File: src/hdl/lis_pkg.sv
`default_nettype none

package lis_pkg;

  // fixed field widths and the default store capacity
  localparam int unsigned DataW        = 32;
  localparam int unsigned LenW         = 7;
  localparam int unsigned MaxElemsDef  = 64;

  typedef enum logic [3:0] {
    ST_IDLE,
    ST_SCAN,
    ST_SETTLE,
    ST_STORE,
    ST_WALK_INIT,
    ST_WALK_WR,
    ST_WALK_LD,
    ST_EMIT_PATH,
    ST_EMIT_VAL,
    ST_EMIT_OUT
  } lis_state_e;

  // commands from controller to datapath
  typedef struct packed {
    logic load;         // latch new element, restart scan
    logic drop;         // element beyond capacity
    logic scan_rd;      // read stored entry at scan pointer
    logic store;        // write the new entry
    logic walk_init;    // start back-walk from best end
    logic walk_step;    // record path entry, fetch predecessor
    logic walk_load;    // take fetched predecessor
    logic path_rd;      // read path entry for output
    logic val_emit_rd;  // read value of path entry
    logic emit;         // present one result
  } lis_cmd_t;

  // status from datapath to controller
  typedef struct packed {
    logic full;
    logic empty;
    logic scan_last;
    logic in_final;
    logic walk_last;
    logic emit_last;
  } lis_status_t;

endpackage

`default_nettype wire

File: src/hdl/lis_ctrl.sv
`default_nettype none

module lis_ctrl
  import lis_pkg::*;
(
  input  wire         clk_i,
  input  wire         rst_ni,
  input  wire         start_i,
  input  wire         is_final_i,
  input  lis_status_t status_i,
  output lis_cmd_t    cmd_o,
  output logic        busy_o
);

  lis_state_e state_q, state_d;

  always_ff @(posedge clk_i or negedge rst_ni) begin
    if (!rst_ni) begin
      state_q <= ST_IDLE;
    end else begin
      state_q <= state_d;
    end
  end

  always_comb begin
    state_d = state_q;
    cmd_o   = '0;
    busy_o  = 1'b1;
    unique case (state_q)
      ST_IDLE: begin
        busy_o = 1'b0;
        if (start_i) begin
          cmd_o.load = 1'b1;
          if (status_i.full) begin
            cmd_o.drop = 1'b1;
            state_d    = is_final_i ? ST_WALK_INIT : ST_IDLE;
          end else if (status_i.empty) begin
            state_d = ST_STORE;
          end else begin
            state_d = ST_SCAN;
          end
        end
      end
      ST_SCAN: begin
        cmd_o.scan_rd = 1'b1;
        if (status_i.scan_last) begin
          state_d = ST_SETTLE;
        end
      end
      ST_SETTLE: begin
        state_d = ST_STORE;
      end
      ST_STORE: begin
        cmd_o.store = 1'b1;
        state_d     = status_i.in_final ? ST_WALK_INIT : ST_IDLE;
      end
      ST_WALK_INIT: begin
        cmd_o.walk_init = 1'b1;
        state_d         = ST_WALK_WR;
      end
      ST_WALK_WR: begin
        cmd_o.walk_step = 1'b1;
        state_d         = status_i.walk_last ? ST_EMIT_PATH : ST_WALK_LD;
      end
      ST_WALK_LD: begin
        cmd_o.walk_load = 1'b1;
        state_d         = ST_WALK_WR;
      end
      ST_EMIT_PATH: begin
        cmd_o.path_rd = 1'b1;
        state_d       = ST_EMIT_VAL;
      end
      ST_EMIT_VAL: begin
        cmd_o.val_emit_rd = 1'b1;
        state_d           = ST_EMIT_OUT;
      end
      ST_EMIT_OUT: begin
        cmd_o.emit = 1'b1;
        state_d    = status_i.emit_last ? ST_IDLE : ST_EMIT_PATH;
      end
      default: begin
        state_d = ST_IDLE;
      end
    endcase
  end

endmodule

`default_nettype wire

File: src/hdl/lis_dp.sv
`default_nettype none

module lis_dp
  import lis_pkg::*;
#(
  parameter int unsigned MaxElems = MaxElemsDef
) (
  input  wire                      clk_i,
  input  wire                      rst_ni,
  input  wire signed [DataW-1:0]   elem_value_i,
  input  wire                      is_final_i,
  input  lis_cmd_t                 cmd_i,
  output lis_status_t              status_o,
  output logic                     out_strobe_o,
  output logic signed [DataW-1:0]  out_value_o,
  output logic [LenW-1:0]          subseq_length_o,
  output logic                     end_of_run_o,
  output logic                     overflow_o
);

  localparam int unsigned IW = $clog2(MaxElems);
  localparam int unsigned CW = $clog2(MaxElems + 1);

  // storage
  logic signed [DataW-1:0] val_mem  [MaxElems];
  logic [CW-1:0]           len_mem  [MaxElems];
  logic [IW-1:0]           pred_mem [MaxElems];
  logic [IW-1:0]           path_mem [MaxElems];

  logic signed [DataW-1:0] val_rd_q;
  logic [CW-1:0]           len_rd_q;
  logic [IW-1:0]           pred_rd_q;
  logic [IW-1:0]           path_rd_q;
  logic                    rd_vld_q;

  logic signed [DataW-1:0] in_value_q;
  logic                    in_final_q;
  logic [CW-1:0]           cnt_q;
  logic                    ovf_q;
  logic [CW-1:0]           ptr_q;
  logic [CW-1:0]           best_len_q;
  logic [IW-1:0]           best_pred_q;
  logic [CW-1:0]           max_len_q;
  logic [IW-1:0]           max_idx_q;
  logic [CW-1:0]           walk_k_q;
  logic [IW-1:0]           walk_idx_q;

  logic signed [DataW-1:0] out_value_q;
  logic [LenW-1:0]         out_len_q;
  logic                    out_end_q;
  logic                    out_ovf_q;
  logic                    out_strobe_q;

  logic [CW-1:0] len_inc;
  logic [CW-1:0] ptr_m1;
  logic [CW-1:0] ptr_p1;
  logic [CW-1:0] walk_km1;
  logic [IW-1:0] val_raddr;
  logic          take;

  assign len_inc   = len_rd_q + CW'(1);
  assign ptr_m1    = ptr_q - CW'(1);
  assign ptr_p1    = ptr_q + CW'(1);
  assign walk_km1  = walk_k_q - CW'(1);
  assign val_raddr = cmd_i.val_emit_rd ? path_rd_q : ptr_q[IW-1:0];

  // candidate predecessor: strictly smaller value and a strictly longer run
  assign take = rd_vld_q && (val_rd_q < in_value_q) && (len_inc > best_len_q);

  assign status_o.full      = (cnt_q == CW'(MaxElems));
  assign status_o.empty     = (cnt_q == '0);
  assign status_o.scan_last = (ptr_p1 == cnt_q);
  assign status_o.in_final  = in_final_q;
  assign status_o.walk_last = (walk_k_q == CW'(1));
  assign status_o.emit_last = (ptr_p1 == max_len_q);

  always_ff @(posedge clk_i) begin
    if (cmd_i.store) begin
      val_mem[cnt_q[IW-1:0]]  <= in_value_q;
      len_mem[cnt_q[IW-1:0]]  <= best_len_q;
      pred_mem[cnt_q[IW-1:0]] <= best_pred_q;
    end
    if (cmd_i.walk_step) begin
      path_mem[walk_km1[IW-1:0]] <= walk_idx_q;
    end
    val_rd_q  <= val_mem[val_raddr];
    len_rd_q  <= len_mem[ptr_q[IW-1:0]];
    pred_rd_q <= pred_mem[walk_idx_q];
    if (cmd_i.path_rd) begin
      path_rd_q <= path_mem[ptr_q[IW-1:0]];
    end
  end

  always_ff @(posedge clk_i) begin
    if (cmd_i.load) begin
      in_value_q <= elem_value_i;
    end
    if (cmd_i.emit) begin
      out_value_q <= val_rd_q;
      out_len_q   <= LenW'(max_len_q);
      out_end_q   <= status_o.emit_last;
      out_ovf_q   <= ovf_q;
    end
  end

  always_ff @(posedge clk_i or negedge rst_ni) begin
    if (!rst_ni) begin
      in_final_q   <= 1'b0;
      cnt_q        <= '0;
      ovf_q        <= 1'b0;
      ptr_q        <= '0;
      best_len_q   <= '0;
      best_pred_q  <= '0;
      max_len_q    <= '0;
      max_idx_q    <= '0;
      walk_k_q     <= '0;
      walk_idx_q   <= '0;
      rd_vld_q     <= 1'b0;
      out_strobe_q <= 1'b0;
    end else begin
      rd_vld_q     <= cmd_i.scan_rd;
      out_strobe_q <= cmd_i.emit;
      if (cmd_i.load) begin
        in_final_q  <= is_final_i;
        ptr_q       <= '0;
        best_len_q  <= CW'(1);
        best_pred_q <= '0;
      end
      if (cmd_i.drop) begin
        ovf_q <= 1'b1;
      end
      if (cmd_i.scan_rd) begin
        ptr_q <= ptr_p1;
      end
      if (take) begin
        best_len_q  <= len_inc;
        best_pred_q <= ptr_m1[IW-1:0];
      end
      if (cmd_i.store) begin
        cnt_q <= cnt_q + CW'(1);
        // earliest end with the greatest length
        if (status_o.empty || (best_len_q > max_len_q)) begin
          max_len_q <= best_len_q;
          max_idx_q <= cnt_q[IW-1:0];
        end
      end
      if (cmd_i.walk_init) begin
        walk_k_q   <= max_len_q;
        walk_idx_q <= max_idx_q;
        ptr_q      <= '0;
      end
      if (cmd_i.walk_step) begin
        walk_k_q <= walk_km1;
      end
      if (cmd_i.walk_load) begin
        walk_idx_q <= pred_rd_q;
      end
      if (cmd_i.emit) begin
        ptr_q <= ptr_p1;
        if (status_o.emit_last) begin
          cnt_q <= '0;
          ovf_q <= 1'b0;
        end
      end
    end
  end

  assign out_strobe_o    = out_strobe_q;
  assign out_value_o     = out_value_q;
  assign subseq_length_o = out_len_q;
  assign end_of_run_o    = out_end_q;
  assign overflow_o      = out_ovf_q;

endmodule

`default_nettype wire

File: src/hdl/longest_increasing_subsequence_core.sv
`default_nettype none

// channel  | direction | handshake            | payload
// ---------+-----------+----------------------+-------------------------------------------
// element  | in        | start_i & !busy_o    | elem_value_i, is_final_i
// result   | out       | out_strobe_o (1 cyc) | out_value_o, subseq_length_o,
//          |           |                      | end_of_run_o, overflow_o
//
// an element keeps the block busy while the single read port of the value and length
// memories is swept once over the stored entries, one entry per cycle, and then
// the new entry is written
// a dropped element (store full) leaves the block idle unless it is final
// a final element then starts a predecessor walk-back that fills the path memory, then
// outputs the run from it in order; each result shows on the ports for one cycle
// reset clears all control state; the memories need no clearing
// the receiver cannot stall, so results leave at a fixed pace

module longest_increasing_subsequence_core
  import lis_pkg::*;
#(
  parameter int unsigned MaxElems = MaxElemsDef
) (
  input  wire                      clk_i,
  input  wire                      rst_ni,
  // element transaction
  input  wire                      start_i,
  output logic                     busy_o,
  input  wire signed [DataW-1:0]   elem_value_i,
  input  wire                      is_final_i,
  // result transaction
  output logic                     out_strobe_o,
  output logic signed [DataW-1:0]  out_value_o,
  output logic [LenW-1:0]          subseq_length_o,
  output logic                     end_of_run_o,
  output logic                     overflow_o
);

  // command and status between sequencer and datapath
  lis_cmd_t    cmd;
  lis_status_t status;

  // sequencer: scan, store, walk-back and output phases
  lis_ctrl u_ctrl (
    .clk_i      (clk_i),
    .rst_ni     (rst_ni),
    .start_i    (start_i),
    .is_final_i (is_final_i),
    .status_i   (status),
    .cmd_o      (cmd),
    .busy_o     (busy_o)
  );

  // datapath: entry memories, run-length compare, path memory, output registers
  lis_dp #(
    .MaxElems (MaxElems)
  ) u_dp (
    .clk_i           (clk_i),
    .rst_ni          (rst_ni),
    .elem_value_i    (elem_value_i),
    .is_final_i      (is_final_i),
    .cmd_i           (cmd),
    .status_o        (status),
    .out_strobe_o    (out_strobe_o),
    .out_value_o     (out_value_o),
    .subseq_length_o (subseq_length_o),
    .end_of_run_o    (end_of_run_o),
    .overflow_o      (overflow_o)
  );

endmodule

`default_nettype wire

File: config.mk
export PLATFORM = sky130hd
export DESIGN_NAME = longest_increasing_subsequence_core
export DESIGN_NICKNAME = d
export VERILOG_FILES = /design/src/hdl/lis_pkg.sv /design/src/hdl/lis_ctrl.sv /design/src/hdl/lis_dp.sv /design/src/hdl/longest_increasing_subsequence_core.sv
export SDC_FILE = /design/constraint.sdc
export NUM_CORES = 2
export LEC_CHECK = 0
export BUFFER_PORTS_ARGS = -buffer_cell sky130_fd_sc_hd__clkbuf_2
export CAP_MARGIN = 20
export CORE_UTILIZATION = 25
export CTS_CLUSTER_DIAMETER = 40
export CTS_CLUSTER_SIZE = 16
export DETAILED_ROUTE_END_ITERATION = 10
export PLACE_DENSITY = 0.38
export SYNTH_ARGS = -nofsm -noshare
export SYNTH_HDL_FRONTEND = slang
export SYNTH_SLANG_ARGS = --single-unit
File: constraint.sdc
create_clock -name clk_i -period 10.8 [get_ports clk_i]
set_clock_uncertainty 0.1 [all_clocks]
set_input_delay 2.16 -clock clk_i [delete_from_list [all_inputs] [get_ports clk_i]]
set_output_delay 2.16 -clock clk_i [all_outputs]
set_load 0.05 [all_outputs]
After elaboration in Yosys (flattened, before gate mapping):

Memory sizes are Yosys's and may differ from the RTL's. A register that Yosys moved wholly into a read port is not among the register bits.
Index checks and enable logic that the tools add are counted.

* flip-flop bits (word level): 134
* bits in writable memories: 3264
* input port bits: 36
* output and inout bits: 43
* logic and storage cells: 101
* memories kept: 4

Memory list
* u_dp.val_mem: depth 64, bits a word 32, read ports 1, clocked after Yosys merged registers in 1, wr ports 1, RTL line lis_dp.sv:25 `logic signed [DataW-1:0] val_mem [MaxElems];`
* u_dp.len_mem: depth 64, bits a word 7, read ports 1, clocked after Yosys merged registers in 1, wr ports 1, RTL line lis_dp.sv:26 `logic [CW-1:0] len_mem [MaxElems];`
* u_dp.path_mem: depth 64, bits a word 6, read ports 1, clocked after Yosys merged registers in 1, wr ports 1, RTL line lis_dp.sv:28 `logic [IW-1:0] path_mem [MaxElems];`
* u_dp.pred_mem: depth 64, bits a word 6, read ports 1, clocked after Yosys merged registers in 1, wr ports 1, RTL line lis_dp.sv:27 `logic [IW-1:0] pred_mem [MaxElems];`

* add/subtract/negate cells: 5
* $lt $le $gt $ge: 3
* equal/unequal tests: 15
* mux-type cells: 44
* reduce and logical (&&, ||, !) cells: 12

Operators with widths (number)
* two-way mux 7 bit: 11
* case mux 4 bit (9 select lines): 1
* < comparator 32 bit: 1
* two-way mux 6 bit: 5
* adder 7 x 1 -> 7 bit, second input constant: 3
* two-way mux 1 bit: 18
* == test 4 x 3 -> 1 bit, second input constant: 4
* == test 7 bit: 2
* greater-than comparator 7 bit: 2
* two-way mux 4 bit: 3
* two-way mux 3 bit: 3
* == test 4 x 2 -> 1 bit, second input constant: 2
* == test 4 bit, second input constant: 2
* == test 7 x 1 -> 1 bit, second input constant: 1
* == test 7 bit, second input constant: 1
* logical NOT 7 bit: 1
* subtractor 7 x 1 -> 7 bit, second input constant: 1
* two-way mux 2 bit: 3
* nonzero test 2 bit: 3
* subtractor 6 x 1 -> 6 bit, second input constant: 1
* == test 4 x 1 -> 1 bit, second input constant: 1
* logical NOT 4 bit: 1
* inequality test 2 bit, second input constant: 2
* AND reduction 2 bit: 2
* 4 further kinds: 5

Depth between registers and ports, before layout:

* word-level depth: 8
* depth in mapped cells: 13
* depth with buffers taken out: 12

Cells and area by module:

A second synthesis with hierarchy kept.

* cell total of the unflattened synthesis: 7221
* area total of the unflattened synthesis: 133832.1 sq um

Modules (own cells, without submodules)
* lis_dp: times used 1, cells an instance 7171, area each 133448.0 sq um, seq. area each 102713.5 sq um
* lis_ctrl: times used 1, cells an instance 50, area each 384.1 sq um, seq. area each 100.1 sq um

Worst setup path after synthesis:

Ideal clock, no wire load.

* path type: reg2reg
* from: register u_ctrl.state_q[0]
* to: memory u_dp.len_mem[31][0] (netlist bit), enable pin
* data arrival time: 3.659 ns
* slack: 6.592 ns
* stages on the path, launching flop included: 7
* buffers on the path: 1
* period minus slack after synthesis: 4.208 ns
* cell sequence: dfrtp_1 > nand2_1 > nor3_1 > and2_0 > clkbuf_1 > nand3_1 > nor2_1

* cells in the longest elaborated chain, start to end: 4

RTL lines
* start: declaration: RTL line lis_ctrl.sv:15 `lis_state_e state_q, state_d;`
* start signal: assignment: RTL line lis_ctrl.sv:21 `state_q <= state_d;`
* == test 4 x 2 -> 1 bit: RTL line lis_ctrl.sv:29 `unique case (state_q)`
* two-way mux 1 bit: RTL line lis_ctrl.sv:29
* two-way mux 1 bit: RTL line lis_dp.sv:78 `if (cmd_i.store) begin`
* two-way mux 1 bit (implied by the code): RTL line lis_dp.sv:80 `len_mem[cnt_q[IW-1:0]] <= best_len_q;`
* end: declaration: RTL line lis_dp.sv:26

No other way between the ends.

Final worst setup path:

* from: register u_ctrl.state_q[1]
* to: register u_dp.val_rd_q[13] (read register of u_dp.val_mem)

* cells in the longest elaborated chain, start to end: 3

RTL lines
* == test 4 bit: RTL line lis_ctrl.sv:29
* two-way mux 1 bit: RTL line lis_ctrl.sv:29
* two-way mux 6 bit: RTL line lis_dp.sv:65 `assign val_raddr = cmd_i.val_emit_rd ? path_rd_q : ptr_q[IW-1:0];`
* end: declaration: RTL line lis_dp.sv:30 `logic signed [DataW-1:0] val_rd_q;`

No other way between the ends.
A chain may end at the register's enable or synchronous reset.

==> run_results.csv <==
group,metric,value,unit
synthesis,syn_avg_cell_area,18.3,um^2
critical_path,endpoint_kind,"register",
timing,rsz0062_at_grt,"no",
power,ir_drop,0.244,mV
power,pwr-share-comb,24.6,%
global_routing,grt_pass1_vias,75619,
hold_path,worstHoldStart,"u_dp.max_len_q[2]",
timing,worst_slew_margin_rel,17.8,%
synthesis,yosys.area_share.simple,4.18,%
clocking,cts-hold-fix-buffers,0,
status,status,"complete, no violations",
route,finalWirelength,512000,um
timing,max_freq,175,MHz
synthesis,synth_top_area_share,75.3,%
floorplan,die_y,732,um
synthesis,synth_cell_types,73,
synthesis,ys_ff_latch,3449,
critical_path,required,11.60,ns
synthesis,synth-compound-area-share,4.74,%
synthesis,synthFlopType,"edfxtp_1",
synthesis,synth_edf_count,3343,
hold_path,whs_path_depth,0,
floorplan,initial_core_util,25.2,%
route,post-route-drc-count,0,
synthesis,synth-warning-count,0,
critical_path,path_class,"register to register",
placed_design,dpl_cell_area,0.144,mm^2
timing,finalCritPeriodShare,53.0,%
power,internal-power,30.8,mW
clocking,clkTransAtPathRegs,0.05,ns
timing,hold_viol,0,
final_layout,drive_above_1_share,22.4,%
critical_path,regToRegSetupSlack,5.08,ns
hold_path,holdCritPathClass,"register to register",
timing,finalSetupTns,0,ns
critical_path,path_cells,"nor4b_4 > buf_4 > mux2i_4 > buf_12 > buf_4 > buf_4 > mux4_2 > a2111oi_0 > nor3_1 > or4_1",
global_routing,grt_overflow,0,
synthesis,synthCells,7293,
route,drt_iter0_drc,8755,
timing,slew_viol_final,0,
clocking,ctsResizeCount,0,
critical_path,r2r_cells,10,
final_layout,layout.nets,7882,
critical_path,cp_common_cell,"buf_4",
power,p_seq_share,36.3,%
clocking,cts_htree_levels,6,
power,p_total,45.8,mW
placed_design,place_hpwl,277000,um
synthesis,yosysTopAreaCell,"edfxtp_1",
global_routing,antenna_found_initial,52,
timing,worst_pin_slew,1.23,ns
timing,hold_ws,0.351,ns
critical_path,start_kind,"register",
final_layout,area_delta_synth_final,22.0,%
power,p_sw_share,32.8,%
route,final_antenna_net_count,0,
synthesis,synth_most_common_cell,"edfxtp_1",
final_layout,fin_util,30.7,%
synthesis,syn_nets,7381,
synthesis,netlist_area,0.133,mm^2
critical_path,slowest_stage,"dfrtp_1",
floorplan,die_area,0.536,mm^2
global_routing,grt_use_total,18.5,%
final_layout,fin_area,0.163,mm^2
critical_path,worstPathArrival,6.53,ns
power,power_switching,15.0,mW
clocking,clk_latency,1.09,ns
clocking,cts-root-buf,"clkbuf_16",
synthesis,synth_top_family_by_area,"multiplexers",
clocking,clock-sinks,3449,
synthesis,async_flop_share,1.77,%
placed_design,io_buffer_count,78,
critical_path,r2r-start,"u_ctrl.state_q[1]",
clocking,cts_max_path_buffers,4,
synthesis,synthTopCellsByArea,"edfxtp_1 75%, mux4_2 7.6%, mux2i_1 3.7%",
floorplan,ios,79,
route,vias_per_cell,4.93,
power,p_clk_share,39.1,%
route,wl_per_cell,33.6,um
synthesis,synthMuxAreaShare,11.6,%
global_routing,grt_pass1_wl,684000,um
floorplan,core-area,0.530,mm^2
critical_path,critical-path-max-stage-delay,0.68,ns
global_routing,grt_max_degree,126,
critical_path,path_max_fanout,61,
synthesis,synth_top_cells_by_count,"3343 x edfxtp_1, 764 x nand2_1, 488 x mux2i_1",
route,vias,75150,
synthesis,seq_area_frac_synth,77.2,%
clocking,cts_tree,"yes",
floorplan,rows,267,
timing,setup_viol,0,
clocking,post_cts_buffers,0,
critical_path,rr_endpoint,"u_dp.val_rd_q[13]",
route,first_pass_iters,5,
power,leakage,52.5,nW
floorplan,die_w,732,um
power,p_per_area,282,mW/mm^2
hold_path,hold_end,"u_dp.subseq_length_o[2]",
synthesis,synth_adder_area_share,0.488,%
placed_design,place.gp.congestion,0.763,
timing,min_period,5.72,ns
synthesis,synth_xor_area_share,0.256,%
flow_run,maxCapViolations,0,
clocking,numCtsBuffers,548,
-- layer usage --
metal  GRT usage, %  vias to the layer above  routed length (um)
met5              0                        -                  26
met4           4.70                        4               13200
met3           2.77                      676               31800
met2           29.6                     3018              238000
met1           26.4                    40933              230000
li1               -                    30519                   -
-- worst max path at each step --
stage | from | end | slack [ns] | cells past startpoint
finish | u_ctrl.state_q[1] | u_dp.val_rd_q[13] | 5.08 | 10
global route | u_ctrl.state_q[1] | u_dp.val_rd_q[13] | 4.79 | 10
CTS | u_ctrl.state_q[1] | u_dp.val_rd_q[13] | 5.01 | 10
detailed placement | u_ctrl.state_q[1] | u_dp.val_rd_q[13] | 5.01 | 10
global placement | u_ctrl.state_q[1] | u_dp.val_rd_q[17] | 5.06 | 10
floorplan | u_ctrl.state_q[0] | u_dp.len_mem[31][0] | 6.59 | 6
-- cells in the final DEF, fill, tap and decap left out, types with 123 or more instances in the layout --
cell type / netlist / layout
clkbuf_16: 0 / 559
a21oi_1: 387 / 386
nor2_1: 205 / 137
edfxtp_1: 3343 / 3343
o22ai_1: 134 / 134
buf_4: 20 / 272
nand2_1: 764 / 763
mux4_2: 452 / 452
mux2i_1: 488 / 480
o21ai_0: 125 / 123
-- sequential cells by signal (all words and copies together) (netlist names), 7 cells and up --
register	cells
u_dp.ptr_q	7
u_dp.len_mem	448
u_dp.val_rd_q	32
u_dp.pred_mem	384
u_dp.in_value_q	32
u_dp.best_len_q	7
u_dp.cnt_q	7
u_dp.walk_k_q	7
u_dp.out_value_o	32
u_dp.len_rd_q	7
u_dp.subseq_length_o	7
u_dp.max_len_q	7
u_dp.path_mem	384
u_dp.val_mem	2048
-- critical path, delay by kind of cell, from the launching register on --
kind / cells / cell delay (ns)
mux: 2 / 1.00
buf+inv: 4 / 2.11
flops: 1 / 0.68
compound gates: 1 / 0.51
simple gates: 3 / 0.94
-- metrics by stage --
| step | std cells | worst slack (ns) |
|---|---|---|
| 2_1_floorplan | 7293 | 6.59 |
| 3_3_place_gp | 14232 | 5.06 |
| 3_5_place_dp | 14237 | 5.01 |
| 4_1_cts | 15245 | 5.01 |
| 5_1_grt | 15247 | 4.79 |
| 6_report | 15257 | 5.08 |
-- power groups by stage --
stage	Combinational (mW)	Clock [mW]	Sequential, mW
final	11.3	17.9	16.6
after CTS	11.4	18.2	16.7
after global placement	11.3	0	16.9
after detailed placement	11.4	0	16.9
after floorplan	6.34	0	16.8
after global routing	11.9	18.7	16.7
-- logic make-up (layout without fill, tap and decap cells) --
group / count (synthesis) / in the layout
flops: 3449 / 3449
simple gates: 1298 / 1298
compound gates: 1002 / 1002
mux: 977 / 977
buf+inv: 476 / 1435
fa+ha+maj: 52 / 52
xor+xnor: 39 / 39
other cells: 0 / 11
-- area by class of cell --
class	count	area [um^2]
Inverter	58	223
Sequential cell	3449	103000
Tap cell	6994	8750
Timing Repair Buffer	369	2840
Clock inverter	363	4300
Clock buffer	645	14500
Antenna cell	11	27.5
Fill cell	51463	367000
Multi-Input combinational cell	3368	29200
(Power assumes the default switching activity.)
